`src/hw/rtl/wklp_pkg.sv`:
```
`default_nettype none
// ----------------------------------------------------------------------------
// wklp_pkg
// Shared types and constants of the wireless keyboard link parser.
// ----------------------------------------------------------------------------
package wklp_pkg;

  localparam logic [7:0] BYTE_CR      = 8'h0D;
  localparam logic [7:0] BYTE_KEY_END = 8'hEF;
  localparam logic [7:0] BYTE_LED_REQ = 8'hFE;
  localparam logic [7:0] LED_CONN     = 8'h0F;

  localparam logic [7:0] SRC_NONE  = 8'h00;
  localparam logic [7:0] SRC_KEYS  = 8'h01;
  localparam logic [7:0] SRC_CONN  = 8'h02;
  localparam logic [7:0] SRC_DISC  = 8'h03;
  localparam logic [7:0] SRC_ERROR = 8'h04;

  localparam logic KIND_REPORT = 1'b0;
  localparam logic KIND_TX     = 1'b1;

  localparam logic FUNC_RX  = 1'b0;
  localparam logic FUNC_LED = 1'b1;

  // Prefixes, left aligned in 13 characters.
  localparam logic [103:0] READY_STR = {"+READY", 56'h0};
  localparam logic [103:0] CONN_STR  = {"+CONNECTED", 24'h0};
  localparam logic [103:0] DISC_STR  = "+DISCONNECTED";
  localparam logic [103:0] ADV_STR   = {"+ADVERTISING", 8'h0};

  localparam logic [3:0] READY_LEN = 4'd6;
  localparam logic [3:0] CONN_LEN  = 4'd10;
  localparam logic [3:0] DISC_LEN  = 4'd13;
  localparam logic [3:0] ADV_LEN   = 4'd12;

  localparam logic [3:0] SCAN_LAST_SHORT = 4'd5;
  localparam logic [3:0] SCAN_LAST_LONG  = 4'd12;
  localparam logic [3:0] SCAN_LAST_KEY   = 4'd6;

  localparam logic [3:0] SHORT_LINE_LEN = 4'd8;

  typedef struct packed {
    logic       accept;
    logic       rd_en;
    logic [3:0] rd_addr;
    logic       scan_key;
    logic       decide;
    logic       load_rpt;
    logic       load_led;
    logic       load_cr;
  } ctrl_cmd_t;

  typedef struct packed {
    logic is_led;
    logic led_change;
    logic is_cr;
    logic is_key;
    logic is_req;
    logic short_line;
    logic src_none;
  } dp_status_t;

  function automatic logic [7:0] char_at(logic [103:0] s, logic [3:0] idx);
    logic [3:0] pos;
    pos = 4'd12 - idx;
    return s[{pos, 3'b000} +: 8];
  endfunction

endpackage
`default_nettype wire

```
`src/hw/rtl/wklp_datapath.sv`:
```
`default_nettype none
// ----------------------------------------------------------------------------
// wklp_datapath
// Line memory, cursor, prefix match flags, report store, LED state and
// the output register.
// ----------------------------------------------------------------------------
module wklp_datapath #(
  parameter int LINE_DEPTH = 32
) (
  input  wire                    clk_i,
  input  wire                    rst_ni,
  input  wire                    in_func_i,
  input  wire  [7:0]             in_value_i,
  input  wklp_pkg::ctrl_cmd_t    cmd_i,
  output wklp_pkg::dp_status_t   status_o,
  output logic                   out_kind_o,
  output logic [63:0]            out_report_o,
  output logic [7:0]             out_tx_o,
  output logic                   out_last_o
);
  import wklp_pkg::*;

  localparam int CW = $clog2(LINE_DEPTH);

  logic [7:0]    line_mem [LINE_DEPTH];
  logic [7:0]    rd_data_q;
  logic          rd_vld_q;
  logic [3:0]    rd_idx_q;
  logic [CW-1:0] cursor_q, cursor_d;
  logic [7:0]    led_q, led_d;
  logic [7:0]    report_q [8];
  logic          rdy_ok_q, rdy_ok_d, conn_ok_q, conn_ok_d;
  logic          disc_ok_q, disc_ok_d, adv_ok_q, adv_ok_d;
  logic [7:0]    src;
  logic          rx_accept;
  logic [CW-1:0] idx_ext;
  logic [2:0]    rpt_idx;

  assign rx_accept = cmd_i.accept && (in_func_i == FUNC_RX);
  assign idx_ext   = CW'(rd_idx_q);
  assign rpt_idx   = rd_idx_q[2:0] + 3'd1;

  assign status_o.is_led     = (in_func_i == FUNC_LED);
  assign status_o.led_change = (in_value_i != led_q);
  assign status_o.is_cr      = (in_value_i == BYTE_CR);
  assign status_o.is_key     = (in_value_i == BYTE_KEY_END);
  assign status_o.is_req     = (in_value_i == BYTE_LED_REQ);
  assign status_o.short_line = (cursor_q < CW'(SHORT_LINE_LEN));
  assign status_o.src_none   = (src == SRC_NONE);

  always_comb begin
    priority if (cursor_q < CW'(SHORT_LINE_LEN)) begin
      src = (rdy_ok_q && cursor_q >= CW'(READY_LEN)) ? SRC_NONE : SRC_ERROR;
    end else if (conn_ok_q && cursor_q >= CW'(CONN_LEN)) begin
      src = SRC_CONN;
    end else if (disc_ok_q && cursor_q >= CW'(DISC_LEN)) begin
      src = SRC_DISC;
    end else if (adv_ok_q && cursor_q >= CW'(ADV_LEN)) begin
      src = SRC_NONE;
    end else begin
      src = SRC_ERROR;
    end
  end

  always_ff @(posedge clk_i) begin
    if (rx_accept) begin
      line_mem[cursor_q] <= in_value_i;
    end
    if (cmd_i.rd_en) begin
      rd_data_q <= line_mem[CW'(cmd_i.rd_addr)];
    end
  end

  always_ff @(posedge clk_i or negedge rst_ni) begin
    if (!rst_ni) begin
      rd_vld_q <= 1'b0;
      rd_idx_q <= '0;
    end else begin
      rd_vld_q <= cmd_i.rd_en;
      rd_idx_q <= cmd_i.rd_addr;
    end
  end

  always_comb begin
    rdy_ok_d  = rdy_ok_q;
    conn_ok_d = conn_ok_q;
    disc_ok_d = disc_ok_q;
    adv_ok_d  = adv_ok_q;
    if (cmd_i.accept) begin
      rdy_ok_d  = 1'b1;
      conn_ok_d = 1'b1;
      disc_ok_d = 1'b1;
      adv_ok_d  = 1'b1;
    end else if (rd_vld_q && !cmd_i.scan_key) begin
      if (rd_idx_q < READY_LEN && rd_data_q != char_at(READY_STR, rd_idx_q)) begin
        rdy_ok_d = 1'b0;
      end
      if (rd_idx_q < CONN_LEN && rd_data_q != char_at(CONN_STR, rd_idx_q)) begin
        conn_ok_d = 1'b0;
      end
      if (rd_idx_q < DISC_LEN && rd_data_q != char_at(DISC_STR, rd_idx_q)) begin
        disc_ok_d = 1'b0;
      end
      if (rd_idx_q < ADV_LEN && rd_data_q != char_at(ADV_STR, rd_idx_q)) begin
        adv_ok_d = 1'b0;
      end
    end
  end

  always_comb begin
    cursor_d = cursor_q;
    led_d    = led_q;
    if (cmd_i.accept && in_func_i == FUNC_LED) begin
      led_d = in_value_i;
    end
    if (rx_accept) begin
      priority if (status_o.is_cr || status_o.is_key) begin
        cursor_d = cursor_q;
      end else if (status_o.is_req) begin
        cursor_d = '0;
      end else if (cursor_q != CW'(LINE_DEPTH - 1)) begin
        cursor_d = cursor_q + CW'(1);
      end else begin
        cursor_d = cursor_q;
      end
    end
    if (cmd_i.decide) begin
      cursor_d = '0;
      if (!cmd_i.scan_key && src == SRC_CONN) begin
        led_d = LED_CONN;
      end
    end
  end

  always_ff @(posedge clk_i or negedge rst_ni) begin
    if (!rst_ni) begin
      cursor_q  <= '0;
      led_q     <= '0;
      rdy_ok_q  <= 1'b0;
      conn_ok_q <= 1'b0;
      disc_ok_q <= 1'b0;
      adv_ok_q  <= 1'b0;
      for (int i = 0; i < 8; i++) begin
        report_q[i] <= '0;
      end
    end else begin
      cursor_q  <= cursor_d;
      led_q     <= led_d;
      rdy_ok_q  <= rdy_ok_d;
      conn_ok_q <= conn_ok_d;
      disc_ok_q <= disc_ok_d;
      adv_ok_q  <= adv_ok_d;
      if (rd_vld_q && cmd_i.scan_key) begin
        if (rd_idx_q == 4'd0) begin
          report_q[0] <= rd_data_q;
        end else if (idx_ext < cursor_q) begin
          report_q[rpt_idx] <= rd_data_q;
        end
      end
      if (cmd_i.decide) begin
        if (cmd_i.scan_key) begin
          report_q[1] <= SRC_KEYS;
        end else if (src != SRC_NONE) begin
          report_q[1] <= src;
        end
      end
    end
  end

  always_ff @(posedge clk_i) begin
    if (cmd_i.load_rpt) begin
      out_kind_o   <= KIND_REPORT;
      out_report_o <= {report_q[7], report_q[6], report_q[5], report_q[4],
                       report_q[3], report_q[2], report_q[1], report_q[0]};
      out_tx_o     <= '0;
      out_last_o   <= 1'b1;
    end else if (cmd_i.load_led) begin
      out_kind_o   <= KIND_TX;
      out_report_o <= '0;
      out_tx_o     <= led_q;
      out_last_o   <= 1'b0;
    end else if (cmd_i.load_cr) begin
      out_kind_o   <= KIND_TX;
      out_report_o <= '0;
      out_tx_o     <= BYTE_CR;
      out_last_o   <= 1'b1;
    end
  end

endmodule
`default_nettype wire

```
`src/hw/rtl/wklp_ctrl.sv`:
```
`default_nettype none
// ----------------------------------------------------------------------------
// wklp_ctrl
// Sequencer: accepts items, runs the line memory scan and issues the
// output register loads.
// ----------------------------------------------------------------------------
module wklp_ctrl (
  input  wire                    clk_i,
  input  wire                    rst_ni,
  input  wire                    in_valid_i,
  output logic                   in_ready_o,
  input  wire                    out_ready_i,
  output logic                   out_valid_o,
  input  wklp_pkg::dp_status_t   status_i,
  output wklp_pkg::ctrl_cmd_t    cmd_o
);
  import wklp_pkg::*;

  localparam logic [2:0] S_IDLE     = 3'd0;
  localparam logic [2:0] S_SCAN     = 3'd1;
  localparam logic [2:0] S_WAIT     = 3'd2;
  localparam logic [2:0] S_DECIDE   = 3'd3;
  localparam logic [2:0] S_EMIT_RPT = 3'd4;
  localparam logic [2:0] S_EMIT_LED = 3'd5;
  localparam logic [2:0] S_EMIT_CR  = 3'd6;

  logic [2:0] state_q, state_d;
  logic [3:0] cnt_q, cnt_d;
  logic [3:0] last_q, last_d;
  logic       key_q, key_d;
  logic       out_vld_q, out_vld_d;
  logic       out_free;
  logic       accept;

  assign in_ready_o  = (state_q == S_IDLE);
  assign accept      = in_ready_o && in_valid_i;
  assign out_free    = !out_vld_q || out_ready_i;
  assign out_valid_o = out_vld_q;

  always_comb begin
    state_d        = state_q;
    cnt_d          = cnt_q;
    last_d         = last_q;
    key_d          = key_q;
    cmd_o          = '0;
    cmd_o.accept   = accept;
    cmd_o.scan_key = key_q;
    cmd_o.rd_addr  = cnt_q;
    unique case (state_q)
      S_IDLE: begin
        cnt_d = '0;
        if (accept) begin
          priority if (status_i.is_led) begin
            if (status_i.led_change) begin
              state_d = S_EMIT_LED;
            end
          end else if (status_i.is_cr) begin
            key_d   = 1'b0;
            last_d  = status_i.short_line ? SCAN_LAST_SHORT : SCAN_LAST_LONG;
            state_d = S_SCAN;
          end else if (status_i.is_key) begin
            key_d   = 1'b1;
            last_d  = SCAN_LAST_KEY;
            state_d = S_SCAN;
          end else if (status_i.is_req) begin
            state_d = S_EMIT_LED;
          end else begin
            state_d = S_IDLE;
          end
        end
      end
      S_SCAN: begin
        cmd_o.rd_en = 1'b1;
        cnt_d       = cnt_q + 4'd1;
        if (cnt_q == last_q) begin
          state_d = S_WAIT;
        end
      end
      S_WAIT: begin
        state_d = S_DECIDE;
      end
      S_DECIDE: begin
        cmd_o.decide = 1'b1;
        state_d = (key_q || !status_i.src_none) ? S_EMIT_RPT : S_IDLE;
      end
      S_EMIT_RPT: begin
        if (out_free) begin
          cmd_o.load_rpt = 1'b1;
          state_d        = S_IDLE;
        end
      end
      S_EMIT_LED: begin
        if (out_free) begin
          cmd_o.load_led = 1'b1;
          state_d        = S_EMIT_CR;
        end
      end
      S_EMIT_CR: begin
        if (out_free) begin
          cmd_o.load_cr = 1'b1;
          state_d       = S_IDLE;
        end
      end
      default: begin
        state_d = S_IDLE;
      end
    endcase
  end

  always_comb begin
    if (cmd_o.load_rpt || cmd_o.load_led || cmd_o.load_cr) begin
      out_vld_d = 1'b1;
    end else if (out_ready_i) begin
      out_vld_d = 1'b0;
    end else begin
      out_vld_d = out_vld_q;
    end
  end

  always_ff @(posedge clk_i or negedge rst_ni) begin
    if (!rst_ni) begin
      state_q   <= S_IDLE;
      cnt_q     <= '0;
      last_q    <= '0;
      key_q     <= 1'b0;
      out_vld_q <= 1'b0;
    end else begin
      state_q   <= state_d;
      cnt_q     <= cnt_d;
      last_q    <= last_d;
      key_q     <= key_d;
      out_vld_q <= out_vld_d;
    end
  end

endmodule
`default_nettype wire

```
`src/hw/rtl/wireless_keyboard_link_parser_unit.sv`:
```
`default_nettype none
// ----------------------------------------------------------------------------
// wireless_keyboard_link_parser_unit
// Parses the radio keyboard module's serial bytes and host LED writes into
// key and status reports for the host and LED bytes for the module.
// ----------------------------------------------------------------------------
// An ordinary line byte and an unchanged LED write leave the block idle,
// so it is ready again in the next cycle. A status line end reads the
// first 6 (line under 8 bytes) or 13 stored bytes from the line memory,
// one per cycle, then passes a wait and a decide state and loads a report
// unless the line names no reporting source. A key frame end reads 7 bytes
// and always loads a report. An LED request or a changed LED write gives
// two transfers, LED byte then CR. Every load waits while the receiver stalls.
// A result waits in the output register while the next item is accepted.
// The line memory needs no clearing after reset.
module wireless_keyboard_link_parser_unit #(
  parameter int LINE_DEPTH = 32
) (
  input  wire         clk_i,
  input  wire         rst_ni,
  input  wire         s_axis_tvalid,
  output logic        s_axis_tready,
  input  wire  [7:0]  s_axis_tdata,  // value
  input  wire  [0:0]  s_axis_tuser,  // func
  output logic        m_axis_tvalid,
  input  wire         m_axis_tready,
  output logic [71:0] m_axis_tdata,  // report_modifier, report_source, key_a..key_f, tx_byte
  output logic [0:0]  m_axis_tuser,  // out_kind
  output logic        m_axis_tlast   // last
);
  import wklp_pkg::*;

  ctrl_cmd_t  cmd;
  dp_status_t status;
  logic [63:0] out_report;
  logic [7:0]  out_tx;

  wklp_ctrl u_ctrl (
    .clk_i       (clk_i),
    .rst_ni      (rst_ni),
    .in_valid_i  (s_axis_tvalid),
    .in_ready_o  (s_axis_tready),
    .out_ready_i (m_axis_tready),
    .out_valid_o (m_axis_tvalid),
    .status_i    (status),
    .cmd_o       (cmd)
  );

  wklp_datapath #(
    .LINE_DEPTH (LINE_DEPTH)
  ) u_datapath (
    .clk_i        (clk_i),
    .rst_ni       (rst_ni),
    .in_func_i    (s_axis_tuser[0]),
    .in_value_i   (s_axis_tdata),
    .cmd_i        (cmd),
    .status_o     (status),
    .out_kind_o   (m_axis_tuser[0]),
    .out_report_o (out_report),
    .out_tx_o     (out_tx),
    .out_last_o   (m_axis_tlast)
  );

  assign m_axis_tdata = {out_tx, out_report};

`ifndef SYNTHESIS
  a_req_busy: assert property (@(posedge clk_i) disable iff (!rst_ni)
    (s_axis_tvalid && s_axis_tready && s_axis_tuser[0] == FUNC_RX &&
     s_axis_tdata == BYTE_LED_REQ) |=> !s_axis_tready)
    else $error("LED request did not start a transfer pair");

  a_tx_clean: assert property (@(posedge clk_i) disable iff (!rst_ni)
    (m_axis_tvalid && m_axis_tuser[0] == KIND_TX) |-> (m_axis_tdata[63:0] == 64'd0))
    else $error("module byte carries report bytes");

  a_rpt_clean: assert property (@(posedge clk_i) disable iff (!rst_ni)
    (m_axis_tvalid && m_axis_tuser[0] == KIND_REPORT) |->
      (m_axis_tlast && m_axis_tdata[71:64] == 8'd0 && m_axis_tdata[15:8] != SRC_NONE))
    else $error("report transfer malformed");
`endif

endmodule
`default_nettype wire
```
`config.mk`:
```
export PLATFORM = sky130hd
export DESIGN_NAME = wireless_keyboard_link_parser_unit
export DESIGN_NICKNAME = d
export VERILOG_FILES = /design/src/hw/rtl/wklp_pkg.sv /design/src/hw/rtl/wklp_datapath.sv /design/src/hw/rtl/wklp_ctrl.sv /design/src/hw/rtl/wireless_keyboard_link_parser_unit.sv
export SDC_FILE = /design/constraint.sdc
export NUM_CORES = 1
export LEC_CHECK = 0
export BUFFER_PORTS_ARGS = -buffer_cell sky130_fd_sc_hd__buf_2
export CAP_MARGIN = 20
export CORE_MARGIN = 4
export CORE_UTILIZATION = 60
export CTS_CLUSTER_DIAMETER = 30
export CTS_CLUSTER_SIZE = 20
export DETAILED_ROUTE_END_ITERATION = 7
export HOLD_SLACK_MARGIN = 0.05
export PLACE_DENSITY = 0.82
export SYNTH_ARGS = -nofsm -noshare
export SYNTH_HDL_FRONTEND = slang
export SYNTH_SLANG_ARGS = --single-unit
```
`constraint.sdc`:
```
create_clock -name clk_i -period 3.07 [get_ports clk_i]
set_input_delay 0.307 -clock clk_i [delete_from_list [all_inputs] [get_ports clk_i]]
set_output_delay 0.307 -clock clk_i [all_outputs]
set_load 0.005 [all_outputs]
```
==> flow_summary.yaml <==
run_status:
  status: "completed"
sta:
  fin_crit_sh_pct: 84.51
  setup_tns_ns: 0
  period_needed_ns: 2.594
  slew_headroom_pct: 40.74
  setup_viol: 0
  max_freq_ghz: 0.3855
  holdWs_ns: 0.1538
  worst_slack_ns: 0.4756
  maxSlewViolCount: 0
  hold_viol_final: 0
  skew_ns: 0.01209
  tightestPinTransition_ns: 0.8889
  grt_setup_unrepaired: "no"
final_layout:
  final_cell_mix: "edfxtp_1 (200), dfrtp_1 (97), buf_2 (87)"
  multi_input_area_um2: 4473
  regArea_um2: 8660
  syn_to_final_growth_pct: 17.91
  final_nets: 1074
  antenna_cells: 0
  mostFrequentLayoutCell: "edfxtp_1"
  nFillCells: 1329
  drive_above_1_share_pct: 28.44
  final_design_area_no_fill_um2: 15870
critical_path:
  reg2reg_depth: 7
  reg2reg_to: "u_datapath.report_q[27]"
  arrival_ns: 3.00
  r2r_start: "u_datapath.cursor_q[1]"
  end_kind: "flop"
  critical_path.max_fanout: 8
  critical_path_class: "reg2reg"
  cp-start-kind: "flop"
  required_ns: 3.47
  critPathSlowestCell: "nor3_2"
  worstPathCellList: "inv_1, ha_1, a21o_1, a21oi_2, o21ai_1, nor3_2, mux2_2"
  cpPeakStageDelay_ns: 0.58
  r2r_setup_slack_ns: 0.48
global_routing:
  grt_remaining_overflow: 0
  grt_pass1_vias: 8244
  antenna_found_initial: 0
  use_met1_pct: 33.01
  grt_pass1_wl_um: 47110
  grt-busiest-layer: "met2"
  track_usage_pct: 24.62
  grt_max_degree: 70
  globalRouteMet3Util_pct: 4.292
  gr-usage-met2_pct: 41.45
synth:
  yosys.area_share.adder_pct: 1.581
  synthTopCellsByArea: "edfxtp_1 (45%), dfrtp_1 (18%), mux4_2 (6.7%)"
  ys_ff_latch: 308
  muxShareOfSynthArea_pct: 12.57
  synth-simple-area-share_pct: 10.79
  synth.distinct_cells: 72
  synth_top_area_share_pct: 44.63
  synth_compound_area_share_pct: 6.118
  synthXorXnorAreaFrac_pct: 2.138
  ys_seq_area_share_pct: 64.34
  ys_async_sr_fraction_pct: 31.82
  syn_nets: 966
  avgSynthCellArea_um2: 14.38
  synth_edf_count: 200
  syn_inst: 936
  yosysWarnings: 0
  synthFlopType: "edfxtp_1"
  synth_top_family_by_area: "multiplexers"
  yosys.area.top_type: "edfxtp_1"
  synth_area_um2: 13460
routing:
  vias_per_cell: 6.072
  wl_um: 30270
  via_count: 8276
  wl_per_cell_um: 22.21
  antenna_left: 0
  drt-pass1-iter-count: 5
  drtIter0Drc: 884
  route.detailed.drc: 0
pwr:
  total_power_mw: 14.41
  peakVddDrop_uv: 711.5
  cellPowerDensity_nw_per_um2: 908.2
  leakage_nw: 6.413
placed_design:
  dpl_worst_slack_ns: 0.5116
  postPlaceCellArea_um2: 14230
  dpl.hpwl_um: 18710
  gp_congestion: 0.9279
  numPortBuffers: 88
flow_run:
  cap_violations: 0
clock_network:
  cts_root_buffer: "clkbuf_16"
  clk_path_buf_depth: 3
  clk_pin_slew_ns: 0.05
  cts-buffers-inserted: 48
  clock_sinks: 308
  clock_latency_ns: 0.53
  cts_tree: "yes"
  cts-resized-gates: 0
  cts_htree_levels: 2
hold_path:
  hold-path-cell-count: 3
  hold_class: "in2reg"
  min_to: "u_datapath.led_q[7]"
  hp-start: "s_axis_tuser"
die:
  core_area_um2: 21960
  initial_utilization_pct: 61.29
  pin_count: 89
  die_area_um2: 24890
  die-width_um: 157.8
  die_h_um: 157.8
  core.rowCount: 54
==> cells in the mapped netlist, types with 7 or more instances <==
master,number
dfrtp_1,98
and2_1,77
ha_1,17
nand2_1,58
mux2_1,8
clkbuf_1,35
a22o_1,10
nor2_1,42
xnor2_1,12
dfxtp_1,10
buf_2,16
edfxtp_1,200
or3_1,7
a21oi_1,25
mux2i_1,16
nand2b_1,11
nand3_1,20
inv_1,18
mux4_2,40
o21ai_0,31
xor2_1,19
mux2_2,48
nor3_1,12
==> state kept, by name, indices dropped and copies added, names as in the netlist, 5 cells and up <==
register                 cells
u_datapath.out_report_o     64
u_datapath.report_q         64
u_datapath.line_mem        128
u_datapath.out_tx_o          8
u_datapath.cursor_q          5
u_datapath.led_q             8
u_datapath.rd_data_q         8
==> metrics by stage <==
step                      instances  util, %
after floorplan                 936        -
after global placement         1273    64.80
after detailed placement       1273    64.80
after CTS                      1363    72.26
after global routing           1363    72.26
final                          1363    72.26
==> power breakdown <==
part / total [mW] / leakage (nW) / internal [mW] / switching (mW)
registers: 5.59 / 3.25 / 5.09 / 0.504
logic: 3.46 / 2.40 / 1.44 / 2.03
clock network: 5.36 / 0.766 / 3.40 / 1.95
total: 14.4 / 6.41 / 9.93 / 4.48
==> worst max-delay path by stage <==
stage,from,end,slack (ns),cells after the start
2_1_floorplan,u_datapath.rd_idx_q[1],u_datapath.rdy_ok_q,0.39,11
3_3_place_gp,u_datapath.rd_idx_q[1],u_datapath.rdy_ok_q,0.59,10
3_5_place_dp,u_datapath.rd_idx_q[1],u_datapath.rdy_ok_q,0.51,10
4_1_cts,u_datapath.cursor_q[1],u_datapath.report_q[27],0.51,7
5_1_grt,u_datapath.rd_idx_q[1],u_datapath.conn_ok_q,0.30,10
6_report,u_datapath.cursor_q[1],u_datapath.report_q[27],0.48,7
==> final cells by class <==
class                           instances  share of cell area (%)
Multi-Input combinational cell        550                   28.19
Clock inverter                         33                   2.318
Sequential cell                       308                   54.57
Tap cell                              280                   2.208
Timing Repair Buffer                  116                   4.290
Clock buffer                           56                   7.948
Inverter                               20                  0.4731
==> kinds of logic (layout without fill, tap and decap cells) <==
| kind of cell | after synthesis | count (layout) |
|---|---|---|
| muxes | 112 | 112 |
| xor gates and xnor gates | 32 | 32 |
| buffers and inverters | 78 | 225 |
| and+or+nand+nor | 271 | 271 |
| adders and majority gates | 17 | 17 |
| AOI/OAI and AO/OA | 118 | 118 |
| DFF | 308 | 308 |
==> critical path, delay by kind of cell (launching register included) <==
| family | cells | cell delay (ns) |
|---|---|---|
| and+or+nand+nor | 1 | 0.58 |
| adders and majority gates | 1 | 0.31 |
| AOI/OAI and AO/OA | 3 | 0.53 |
| DFF | 1 | 0.49 |
| buffers and inverters | 1 | 0.14 |
| muxes | 1 | 0.42 |
==> per-layer routing <==
layer	vias up	part of all wire, %
met4	0	3.0
met5	-	0
met1	4106	39
met3	70	7.2
li1	3703	-
met2	397	51
==> repair_timing <==
| item | CTS | global route |
|---|---|---|
| hold buffers | 1 | 0 |
| hold endpoints to repair | 67 | 0 |
| setup buffers | 0 | 0 |
Power figures use the tool's default switching activity.
